===== config.mk =====
export PLATFORM = sky130hd
export DESIGN_NAME = dwell_round_robin_mode_select_flat
export DESIGN_NICKNAME = d
export VERILOG_FILES = /design/src/rtl/core/drr_pkg.sv /design/src/rtl/core/drr_req_if.sv /design/src/rtl/core/drr_sel_if.sv /design/src/rtl/core/drr_probe.sv /design/src/rtl/core/dwell_round_robin_mode_select.sv /design/src/flat_wrapper.sv
export SDC_FILE = /design/constraint.sdc
export NUM_CORES = 1
export LEC_CHECK = 0
export BUFFER_PORTS_ARGS = -buffer_cell sky130_fd_sc_hd__buf_2
export CORE_UTILIZATION = 45
export DETAILED_ROUTE_END_ITERATION = 8
export PLACE_DENSITY = 0.65
export SLEW_MARGIN = 10
export SYNTH_ARGS = -nofsm -noshare
export SYNTH_HDL_FRONTEND = slang
export SYNTH_SLANG_ARGS = --single-unit

===== constraint.sdc =====
create_clock -name clk -period 4.45 [get_ports clk]
set_clock_uncertainty 0.05 [all_clocks]
set_input_delay 0.89 -clock clk [delete_from_list [all_inputs] [get_ports clk]]
set_output_delay 0.89 -clock clk [all_outputs]
set_load 0.02 [all_outputs]

===== src/rtl/core/drr_pkg.sv =====
// ----------------------------------------------------------------------------
// drr_pkg
// Shared constants and types for the dwell round-robin mode selector.
// ----------------------------------------------------------------------------
`default_nettype none

package drr_pkg;

    // Default configuration of the selector
    localparam int TABLE_ENTRIES_DEF = 7;
    localparam int MODE_BITS_DEF     = 4;
    localparam int GATE_BITS_DEF     = 16;
    localparam int BUDGET_BITS_DEF   = 8;
    localparam int MAX_PROBES_DEF    = 1792;

    // Mode codes
    localparam int STAY_MODE        = 12;
    localparam int FIRST_DWELL_MODE = 5;
    localparam int DWELL_MODES      = 6;
    localparam int DWELL_SLOT_W     = 3;

    // Result field widths
    localparam int SEL_MODE_W = 4;
    localparam int SEL_IDX_W  = 3;

    // Register indexes
    localparam int CFG_IDX_W = 3;
    localparam logic [CFG_IDX_W-1:0] REG_ADVISORY   = 3'd0;
    localparam logic [CFG_IDX_W-1:0] REG_GATE       = 3'd1;
    localparam logic [CFG_IDX_W-1:0] REG_TABLE      = 3'd2;
    localparam logic [CFG_IDX_W-1:0] REG_VARIANT    = 3'd3;
    localparam logic [CFG_IDX_W-1:0] REG_NICHE      = 3'd4;
    localparam logic [CFG_IDX_W-1:0] REG_MPLEX      = 3'd5;
    localparam logic [CFG_IDX_W-1:0] REG_PPV        = 3'd6;

    // Mode table bits at or above this position always read as zero
    localparam int TABLE_VISIBLE_BITS = 64;

    // Width of the configuration write data: the widest register
    function automatic int cfg_width(input int gate_bits, input int table_bits,
                                     input int budget_bits);
        int w;
        w = 1;
        if (gate_bits > w)
            w = gate_bits;
        if (table_bits > w)
            w = table_bits;
        if (3 * budget_bits > w)
            w = 3 * budget_bits;
        return w;
    endfunction

    // Decision of one probe step
    typedef struct packed {
        logic done;          // walk ends with this probe
        logic stay;          // answer is the stay code
        logic dwell_we;      // dwell counter of the probed mode is written
        logic dwell_reload;  // written with its budget instead of the decrement
    } probe_ctl_t;

endpackage

`default_nettype wire


===== src/rtl/core/drr_req_if.sv =====
// ----------------------------------------------------------------------------
// drr_req_if
// Request channel of the mode selector: valid/ready with the request bit.
// ----------------------------------------------------------------------------
`default_nettype none

interface drr_req_if;
    logic valid;
    logic ready;
    logic request;

    modport source (output valid, output request, input ready);
    modport sink   (input valid, input request, output ready);
endinterface

`default_nettype wire


===== src/rtl/core/drr_sel_if.sv =====
// ----------------------------------------------------------------------------
// drr_sel_if
// Result channel of the mode selector: valid/ready with mode and index.
// ----------------------------------------------------------------------------
`default_nettype none

interface drr_sel_if;
    logic                            valid;
    logic                            ready;
    logic [drr_pkg::SEL_MODE_W-1:0]  selected_mode;
    logic [drr_pkg::SEL_IDX_W-1:0]   next_index;

    modport source (output valid, output selected_mode, output next_index, input ready);
    modport sink   (input valid, input selected_mode, input next_index, output ready);
endinterface

`default_nettype wire


===== src/rtl/core/drr_probe.sv =====
// ----------------------------------------------------------------------------
// drr_probe
// Decision logic for one table probe: accept, wrap, runaway and dwell update.
// ----------------------------------------------------------------------------
`default_nettype none

module drr_probe #(
    parameter int MODE_BITS = drr_pkg::MODE_BITS_DEF,
    parameter int IDX_W     = 3
) (
    input  wire logic [MODE_BITS-1:0] mode,
    input  wire logic [IDX_W-1:0]     cand_next,
    input  wire logic [IDX_W-1:0]     start_idx,
    input  wire logic                 advisory,
    input  wire logic                 budget_nz,
    input  wire logic                 dec_zero,
    input  wire logic                 last_probe,
    output drr_pkg::probe_ctl_t       ctl
);

    logic in_range;
    logic is_stay;
    logic accept;
    logic wrapped;
    logic runaway;

    // Classify the probed code
    assign in_range = (mode >= MODE_BITS'(drr_pkg::FIRST_DWELL_MODE)) &&
                      (mode < MODE_BITS'(drr_pkg::FIRST_DWELL_MODE + drr_pkg::DWELL_MODES));
    assign is_stay  = (mode == MODE_BITS'(drr_pkg::STAY_MODE));

    // Accept: advisory on a nonzero budget, dwell on counter run-out or stay code
    always_comb
    begin
        if (in_range)
            accept = advisory ? budget_nz : (budget_nz && dec_zero);
        else
            accept = !advisory && is_stay;
    end

    // Advisory walk back at its start, or probe limit hit
    assign wrapped = !accept && advisory && (cand_next == start_idx);
    assign runaway = !accept && !wrapped && last_probe;

    assign ctl.done         = accept || wrapped || runaway;
    assign ctl.stay         = wrapped || runaway;
    assign ctl.dwell_we     = in_range && !advisory && budget_nz;
    assign ctl.dwell_reload = in_range && !advisory && budget_nz && dec_zero;

endmodule

`default_nettype wire


===== src/rtl/core/dwell_round_robin_mode_select.sv =====
// ----------------------------------------------------------------------------
// dwell_round_robin_mode_select
// Picks the next display mode from a mode table, one probe per cycle.
// ----------------------------------------------------------------------------
// Usage:
//   req  (sink)   : one request bit per item; 1 asks for the next mode.
//   sel  (source) : one result per request: selected_mode (12 = stay put)
//                   and next_index, the table index of the next walk.
//   cfg_we/cfg_index/cfg_data : register writes, to be taken only while
//     idle; the user must keep to this, the block does not enforce it.
// Sequencing (one probe unit, one sequencer):
//   A request of 0, or one held by the advisory gate, goes from idle to
//   the finish state, which loads the result register when the slot is
//   free. A walk reads table entries in turn until a probe accepts, an
//   advisory walk comes back to its start, or the MAX_PROBES limit is hit.
//   req.ready is high only while the sequencer is idle, so a new request
//   waits until the last one has reached the result register.
// Stalls:
//   The result register holds its item until sel.ready; a new request is
//   still accepted meanwhile, and its walk waits at the end for the slot.
// Reset:
//   rst_n clears the configuration registers, the state, gate countdown,
//   walk index, dwell counters and result valid; no clearing pass is needed.
// ----------------------------------------------------------------------------
`default_nettype none

module dwell_round_robin_mode_select #(
    parameter int TABLE_ENTRIES = drr_pkg::TABLE_ENTRIES_DEF,
    parameter int MODE_BITS     = drr_pkg::MODE_BITS_DEF,
    parameter int GATE_BITS     = drr_pkg::GATE_BITS_DEF,
    parameter int BUDGET_BITS   = drr_pkg::BUDGET_BITS_DEF,
    parameter int MAX_PROBES    = drr_pkg::MAX_PROBES_DEF
) (
    input  wire logic                                clk,
    input  wire logic                                rst_n,
    drr_req_if.sink                                  req,
    drr_sel_if.source                                sel,
    input  wire logic                                cfg_we,
    input  wire logic [drr_pkg::CFG_IDX_W-1:0]       cfg_index,
    input  wire logic [drr_pkg::cfg_width(GATE_BITS, TABLE_ENTRIES * MODE_BITS,
                                          BUDGET_BITS)-1:0] cfg_data
);

    localparam int TBITS   = TABLE_ENTRIES * MODE_BITS;
    localparam int IDX_W   = $clog2(TABLE_ENTRIES);
    localparam int PROBE_W = $clog2(MAX_PROBES + 1);
    localparam int VBITS   = 3 * BUDGET_BITS;
    localparam int SLOT_W  = drr_pkg::DWELL_SLOT_W;

    // Sequencer states
    localparam logic [1:0] S_IDLE = 2'd0;
    localparam logic [1:0] S_WALK = 2'd1;
    localparam logic [1:0] S_FIN  = 2'd2;

    // Table bits beyond the visible range read as zero
    function automatic logic [TBITS-1:0] table_keep();
        logic [TBITS-1:0] m;
        for (int i = 0; i < TBITS; i++)
            m[i] = (i < drr_pkg::TABLE_VISIBLE_BITS);
        return m;
    endfunction

    localparam logic [TBITS-1:0] TABLE_KEEP = table_keep();

    // Configuration registers
    logic                   advisory_reg;
    logic [GATE_BITS-1:0]   gate_dur_reg;
    logic [TBITS-1:0]       table_reg;
    logic [VBITS-1:0]       variant_reg;
    logic [BUDGET_BITS-1:0] niche_reg;
    logic [BUDGET_BITS-1:0] mplex_reg;
    logic [BUDGET_BITS-1:0] ppv_reg;

    // Walk state
    logic [1:0]             state_reg,  state_next;
    logic [GATE_BITS-1:0]   gate_cnt_reg, gate_cnt_next;
    logic [IDX_W-1:0]       cand_reg,   cand_next;
    logic [IDX_W-1:0]       start_reg,  start_next;
    logic [PROBE_W-1:0]     probe_reg,  probe_next;
    logic [BUDGET_BITS-1:0] dwell_reg [drr_pkg::DWELL_MODES];
    logic [drr_pkg::SEL_MODE_W-1:0] res_mode_reg, res_mode_next;
    logic                   sel_valid_reg, sel_valid_next;
    logic [drr_pkg::SEL_MODE_W-1:0] sel_mode_reg;
    logic [drr_pkg::SEL_IDX_W-1:0]  sel_idx_reg;

    logic                   in_fire;
    logic                   slot_free;
    logic [MODE_BITS-1:0]   mode;
    logic [IDX_W-1:0]       cand_step;
    logic [SLOT_W-1:0]      slot;
    logic [BUDGET_BITS-1:0] budget;
    logic [BUDGET_BITS-1:0] dwell_dec;
    logic                   last_probe;
    logic [31:0]            cand_wide;
    drr_pkg::probe_ctl_t    ctl;

    // ------------------------------------------------------------------
    // Register writes
    // ------------------------------------------------------------------
    always_ff @(posedge clk or negedge rst_n)
    begin
        if (!rst_n)
        begin
            advisory_reg <= 1'b0;
            gate_dur_reg <= '0;
            table_reg    <= '0;
            variant_reg  <= '0;
            niche_reg    <= '0;
            mplex_reg    <= '0;
            ppv_reg      <= '0;
        end
        else if (cfg_we)
        begin
            unique case (cfg_index)
                drr_pkg::REG_ADVISORY: advisory_reg <= cfg_data[0];
                drr_pkg::REG_GATE:     gate_dur_reg <= cfg_data[GATE_BITS-1:0];
                drr_pkg::REG_TABLE:    table_reg    <= cfg_data[TBITS-1:0] & TABLE_KEEP;
                drr_pkg::REG_VARIANT:  variant_reg  <= cfg_data[VBITS-1:0];
                drr_pkg::REG_NICHE:    niche_reg    <= cfg_data[BUDGET_BITS-1:0];
                drr_pkg::REG_MPLEX:    mplex_reg    <= cfg_data[BUDGET_BITS-1:0];
                drr_pkg::REG_PPV:      ppv_reg      <= cfg_data[BUDGET_BITS-1:0];
                default: ;
            endcase
        end
    end

    // ------------------------------------------------------------------
    // Probe datapath: table read, budget and dwell counter of the mode
    // ------------------------------------------------------------------
    assign mode = table_reg[cand_reg * MODE_BITS +: MODE_BITS];

    // Index advance: a stay code restarts at entry 0, last entry wraps
    always_comb
    begin
        if (mode == MODE_BITS'(drr_pkg::STAY_MODE) ||
            cand_reg == IDX_W'(TABLE_ENTRIES - 1))
            cand_step = '0;
        else
            cand_step = cand_reg + IDX_W'(1);
    end

    assign slot = SLOT_W'(mode - MODE_BITS'(drr_pkg::FIRST_DWELL_MODE));

    // Budget of the probed dwell slot
    always_comb
    begin
        case (slot)
            3'd0:    budget = niche_reg;
            3'd1:    budget = variant_reg[0 +: BUDGET_BITS];
            3'd2:    budget = variant_reg[BUDGET_BITS +: BUDGET_BITS];
            3'd3:    budget = variant_reg[2 * BUDGET_BITS +: BUDGET_BITS];
            3'd4:    budget = mplex_reg;
            default: budget = ppv_reg;
        endcase
    end

    assign dwell_dec  = dwell_reg[(slot < SLOT_W'(drr_pkg::DWELL_MODES)) ? slot : '0]
                        - BUDGET_BITS'(1);
    assign last_probe = (probe_reg == PROBE_W'(MAX_PROBES - 1));

    drr_probe #(
        .MODE_BITS (MODE_BITS),
        .IDX_W     (IDX_W)
    ) u_probe (
        .mode       (mode),
        .cand_next  (cand_step),
        .start_idx  (start_reg),
        .advisory   (advisory_reg),
        .budget_nz  (budget != '0),
        .dec_zero   (dwell_dec == '0),
        .last_probe (last_probe),
        .ctl        (ctl)
    );

    // ------------------------------------------------------------------
    // Sequencer
    // ------------------------------------------------------------------
    assign req.ready = (state_reg == S_IDLE);
    assign in_fire   = req.valid && req.ready;
    assign slot_free = !sel_valid_reg || sel.ready;

    always_comb
    begin
        state_next    = state_reg;
        gate_cnt_next = gate_cnt_reg;
        cand_next     = cand_reg;
        start_next    = start_reg;
        probe_next    = probe_reg;
        res_mode_next = res_mode_reg;
        unique case (state_reg)
            S_IDLE:
            begin
                if (in_fire)
                begin
                    res_mode_next = drr_pkg::SEL_MODE_W'(drr_pkg::STAY_MODE);
                    probe_next    = '0;
                    start_next    = cand_reg;
                    state_next    = S_FIN;
                    if (req.request)
                    begin
                        if (!advisory_reg)
                            state_next = S_WALK;
                        else if (gate_dur_reg != '0)
                        begin
                            if (gate_cnt_reg != '0)
                                gate_cnt_next = gate_cnt_reg - GATE_BITS'(1);
                            else
                            begin
                                gate_cnt_next = gate_dur_reg;
                                state_next    = S_WALK;
                            end
                        end
                    end
                end
            end
            S_WALK:
            begin
                cand_next  = cand_step;
                probe_next = probe_reg + PROBE_W'(1);
                if (ctl.done)
                begin
                    res_mode_next = ctl.stay ? drr_pkg::SEL_MODE_W'(drr_pkg::STAY_MODE)
                                             : mode[drr_pkg::SEL_MODE_W-1:0];
                    state_next    = S_FIN;
                end
            end
            S_FIN:
            begin
                if (slot_free)
                    state_next = S_IDLE;
            end
            default:
                state_next = S_IDLE;
        endcase
    end

    always_ff @(posedge clk or negedge rst_n)
    begin
        if (!rst_n)
        begin
            state_reg    <= S_IDLE;
            gate_cnt_reg <= '0;
            cand_reg     <= '0;
            start_reg    <= '0;
            probe_reg    <= '0;
        end
        else
        begin
            state_reg    <= state_next;
            gate_cnt_reg <= gate_cnt_next;
            cand_reg     <= cand_next;
            start_reg    <= start_next;
            probe_reg    <= probe_next;
        end
    end

    always_ff @(posedge clk)
    begin
        res_mode_reg <= res_mode_next;
    end

    // Dwell counters, one per mode 5..10
    always_ff @(posedge clk or negedge rst_n)
    begin
        if (!rst_n)
        begin
            for (int i = 0; i < drr_pkg::DWELL_MODES; i++)
                dwell_reg[i] <= '0;
        end
        else if (state_reg == S_WALK && ctl.dwell_we)
        begin
            for (int i = 0; i < drr_pkg::DWELL_MODES; i++)
                if (slot == SLOT_W'(i))
                    dwell_reg[i] <= ctl.dwell_reload ? budget : dwell_dec;
        end
    end

    // ------------------------------------------------------------------
    // Result register
    // ------------------------------------------------------------------
    assign cand_wide = 32'(cand_reg);

    always_comb
    begin
        sel_valid_next = sel_valid_reg && !sel.ready;
        if (state_reg == S_FIN && slot_free)
            sel_valid_next = 1'b1;
    end

    always_ff @(posedge clk or negedge rst_n)
    begin
        if (!rst_n)
            sel_valid_reg <= 1'b0;
        else
            sel_valid_reg <= sel_valid_next;
    end

    always_ff @(posedge clk)
    begin
        if (state_reg == S_FIN && slot_free)
        begin
            sel_mode_reg <= res_mode_reg;
            sel_idx_reg  <= cand_wide[drr_pkg::SEL_IDX_W-1:0];
        end
    end

    assign sel.valid         = sel_valid_reg;
    assign sel.selected_mode = sel_mode_reg;
    assign sel.next_index    = sel_idx_reg;

endmodule

`default_nettype wire

===== src/flat_wrapper.sv =====
// flat-port wrapper written by rule: the top's interface ports become plain ports
module dwell_round_robin_mode_select_flat 
#(
    parameter int TABLE_ENTRIES = drr_pkg::TABLE_ENTRIES_DEF,
    parameter int MODE_BITS     = drr_pkg::MODE_BITS_DEF,
    parameter int GATE_BITS     = drr_pkg::GATE_BITS_DEF,
    parameter int BUDGET_BITS   = drr_pkg::BUDGET_BITS_DEF,
    parameter int MAX_PROBES    = drr_pkg::MAX_PROBES_DEF
)
  (clk, rst_n, cfg_we, cfg_index, cfg_data, req_valid, req_request, req_ready, sel_valid, sel_selected_mode, sel_next_index, sel_ready);
  drr_req_if req_i ();
  drr_sel_if sel_i ();
  input  wire logic clk;
  input  wire logic rst_n;
  input  wire logic cfg_we;
  input  wire logic [drr_pkg::CFG_IDX_W-1:0] cfg_index;
  input  wire logic [drr_pkg::cfg_width(GATE_BITS, TABLE_ENTRIES * MODE_BITS,
                                          BUDGET_BITS)-1:0] cfg_data;
  input wire logic [$bits(req_i.valid)-1:0] req_valid;
  input wire logic [$bits(req_i.request)-1:0] req_request;
  output wire logic [$bits(req_i.ready)-1:0] req_ready;
  output wire logic [$bits(sel_i.valid)-1:0] sel_valid;
  output wire logic [$bits(sel_i.selected_mode)-1:0] sel_selected_mode;
  output wire logic [$bits(sel_i.next_index)-1:0] sel_next_index;
  input wire logic [$bits(sel_i.ready)-1:0] sel_ready;
  assign req_i.valid = req_valid;
  assign req_i.request = req_request;
  assign req_ready = req_i.ready;
  assign sel_valid = sel_i.valid;
  assign sel_selected_mode = sel_i.selected_mode;
  assign sel_next_index = sel_i.next_index;
  assign sel_i.ready = sel_ready;
  dwell_round_robin_mode_select #(.TABLE_ENTRIES(TABLE_ENTRIES), .MODE_BITS(MODE_BITS), .GATE_BITS(GATE_BITS), .BUDGET_BITS(BUDGET_BITS), .MAX_PROBES(MAX_PROBES)) u_core (.clk(clk), .rst_n(rst_n), .req(req_i), .sel(sel_i), .cfg_we(cfg_we), .cfg_index(cfg_index), .cfg_data(cfg_data));
endmodule

==> flow_metrics.env <==
export IMPL_arrival_ns=4.55
export IMPL_n_antenna_cell=0
export IMPL_cp_max_fo=10
export IMPL_dr_pass1_iters=5
export IMPL_hpwl_um=15500
export IMPL_clk_latency_ns=0.44
export IMPL_placedCellCount=1098
export IMPL_area_growth_pct=15.0
export IMPL_hold_buffers=0
export IMPL_die_h_um=146
export IMPL_die_area_um2=21400
export IMPL_min_period_over_period_pct=96.2
export IMPL_maxSlewViolCount=0
export IMPL_cp_required_ns=4.72
export IMPL_hp_class="reg2reg"
export IMPL_syn_inst=787
export IMPL_antenna_found_initial=0
export IMPL_cts_buffers=17
export IMPL_cts_tree="done"
export IMPL_wl_per_cell_um=19.0
export IMPL_critPathMaxStageDelay_ns=0.50
export IMPL_preCtsSetupSlack_ns=-0.0611
export IMPL_worst_slack_ns=0.169
export IMPL_yosysWarnings=0
export IMPL_coreArea_um2=20300
export IMPL_ys_seq_area_share_pct=50.9
export IMPL_grt_pass1_vias=6392
export IMPL_top_level_ports=46
export IMPL_globalplace_congestion=0.943
export IMPL_path_class="reg2reg"
export IMPL_grt_max_degree=77
export IMPL_layout_drive_gt1_share_pct=34.7
export IMPL_port_buffers=45
export IMPL_detail_route_iter0_violations=532
export IMPL_final_cell_area_um2=10700
export IMPL_rsz0062_at_grt="yes"
export IMPL_avgSynthCellArea_um2=11.9
export IMPL_ys_ff_latch=188
export IMPL_grt_usage_pct=21.5
export IMPL_syn_area_um2=9350
export IMPL_die_x_um=146
export IMPL_final_common_cell="dfrtp_1"
export IMPL_startpoint_type="flop"
export IMPL_yosysUniqueCellTypes=66
export IMPL_postRouteAntennaNets=0
export IMPL_maxCapViolations=0
export IMPL_largest_register_ffs=48
export IMPL_setup_viol=0
export IMPL_cp_end_kind="flop"
export IMPL_fmax_ghz=0.234
export IMPL_drc=0
export IMPL_critPathSlowestCell="dfrtp_1"
export IMPL_clock_root_buffer="clkbuf_16"
export IMPL_cts_sinks=188
export IMPL_fin_cells=1134
export IMPL_tightest_slew_ns=0.817
export IMPL_final_cell_mix="dfrtp_1 (176), mux2_2 (139), nand2_1 (64), buf_2 (44), o21ai_0 (38)"
export IMPL_cp_cell_sequence="nor2b_2 -> a22oi_1 -> nand2_2 -> ha_1 -> or3_1 -> buf_4 -> a21oi_4 -> buf_12 -> o221ai_2 -> nor4_2 -> a211oi_2 -> buf_4 -> nand4_2 -> mux2_2 -> mux2_2"
export IMPL_clockBufferDepth=2
export IMPL_overflow=0
export IMPL_cts_htree_levels=4
export IMPL_cts_reportedPaths_clkPinSlew_ns=0.07
export IMPL_ys_flop_type="dfrtp_1"
export IMPL_final_nets=900
export IMPL_synth_edf_count=11
export IMPL_ys_async_sr_fraction_pct=94.1
export IMPL_via_per_inst=5.70
export IMPL_post_dp_cell_area_um2=9990
export IMPL_finalHoldViolations=0
export IMPL_row_count=52
export IMPL_relSlewSlack_pct=45.4
export IMPL_grt_pass1_wl_um=35600
export IMPL_synth_nets=836
export IMPL_finalWirelength_um=21500
export IMPL_holdWs_ns=0.371
export IMPL_period_needed_ns=4.28
export IMPL_vias=6464
export IMPL_status="completed"
export IMPL_initial_utilization_pct=46.0
==> cell usage after synthesis, types with 3 or more instances <==
| cell type | count | share of area, % |
|---|---|---|
| buf_6 | 5 | 0.60 |
| and2_1 | 4 | 0.27 |
| o221ai_1 | 8 | 0.75 |
| o211ai_1 | 6 | 0.48 |
| nor3_1 | 14 | 0.75 |
| a22o_1 | 5 | 0.47 |
| mux2i_1 | 26 | 2.8 |
| inv_1 | 31 | 1.2 |
| nor2b_1 | 6 | 0.40 |
| ha_1 | 12 | 1.6 |
| mux4_2 | 7 | 1.7 |
| edfxtp_1 | 11 | 3.5 |
| dfrtp_1 | 177 | 47 |
| and3_1 | 7 | 0.47 |
| nand3_1 | 11 | 0.59 |
| mux2_2 | 139 | 17 |
| buf_2 | 4 | 0.21 |
| a21oi_1 | 26 | 1.4 |
| o21ai_0 | 40 | 2.1 |
| o31ai_1 | 4 | 0.32 |
| a22oi_1 | 20 | 1.6 |
| o21bai_1 | 4 | 0.32 |
| nor2_1 | 26 | 1.0 |
| or3_1 | 9 | 0.60 |
| xnor2_1 | 6 | 0.56 |
| o211a_1 | 3 | 0.32 |
| mux2_1 | 4 | 0.48 |
| o21ai_1 | 4 | 0.21 |
| xor2_1 | 5 | 0.47 |
| nand3b_1 | 4 | 0.32 |
| nand4b_1 | 3 | 0.28 |
| nand2_1 | 64 | 2.6 |
| nand2b_1 | 6 | 0.40 |
| o22ai_1 | 4 | 0.27 |
| clkbuf_1 | 22 | 0.88 |
| nand3_2 | 5 | 0.54 |
| nor4_1 | 11 | 0.74 |
| nor4_2 | 3 | 0.40 |
| mux2_4 | 6 | 0.96 |
==> metal layers <==
| layer | global-route usage [%] | up-vias | part of all wire (%) |
|---|---|---|---|
| met3 | 3.66 | 28 | 3.4 |
| met1 | 31.5 | 3270 | 50 |
| met4 | 7.19 | 0 | 1.8 |
| met2 | 32.5 | 139 | 45 |
| li1 | - | 3027 | - |
| met5 | 0 | - | 0 |
==> per-stage QoR <==
step,setup TNS [ns],util (%)
global placement,0,49.2
floorplan,0,-
global route,-0.00452,52.9
finish,0,52.9
detailed placement,-0.430,49.2
CTS,0,52.3
==> critical path: cells and delay by family, from the launching register on <==
family          cells  cell delay [ns]
simple gates        5             1.33
compound gates      4             0.77
mux                 2             0.72
flops               1             0.50
buf+inv             3             0.49
fa+ha+maj           1             0.30
==> area by class of cell <==
type	count	area (µm²)
repair buffers	79	512
clock inverters	14	193
multi-input cells	533	4390
inverters	32	120
flip-flops and latches	188	4760
fillers	1835	9550
well taps	270	338
clock buffers	18	429
==> logic make-up (layout without fill, tap and decap cells) <==
kind of cell	count (synthesis)	count (layout)	synth area share, %
DFF	188	188	50.9
and+or+nand+nor	187	187	10.6
muxes	182	182	22.7
AOI/OAI and AO/OA	141	141	10.0
buffers and inverters	66	143	3.19
adders and majority gates	12	12	1.61
xor gates and xnor gates	11	11	1.03
==> final timing paths <==
| check | startpoint | end | slack [ns] | cells after the start |
|---|---|---|---|---|
| setup / recovery | u_core.cand_reg[1] | u_core.dwell_reg[41] | 0.17 | 15 |
| hold / removal | u_core.res_mode_reg[1] | u_core.sel.selected_mode[1] | 0.37 | 0 |
| setup reg to reg | u_core.cand_reg[1] | u_core.dwell_reg[41] | 0.17 | 15 |
| hold reg to reg | u_core.res_mode_reg[1] | u_core.sel.selected_mode[1] | 0.37 | 0 |
| max in group asynchronous | rst_n | u_core.table_reg[8] | 3.13 | 2 |
| min in group asynchronous | rst_n | u_core.dwell_reg[20] | 0.40 | 1 |
==> repair_timing <==
action,CTS,global route
pin swaps,0,1
gates resized for setup,3,17
setup endpoints to repair,13,52
buffers inserted,0,4
Power is not shown: default switching activity piles up to over one toggle a cycle in this logic, so the estimate is an artifact.
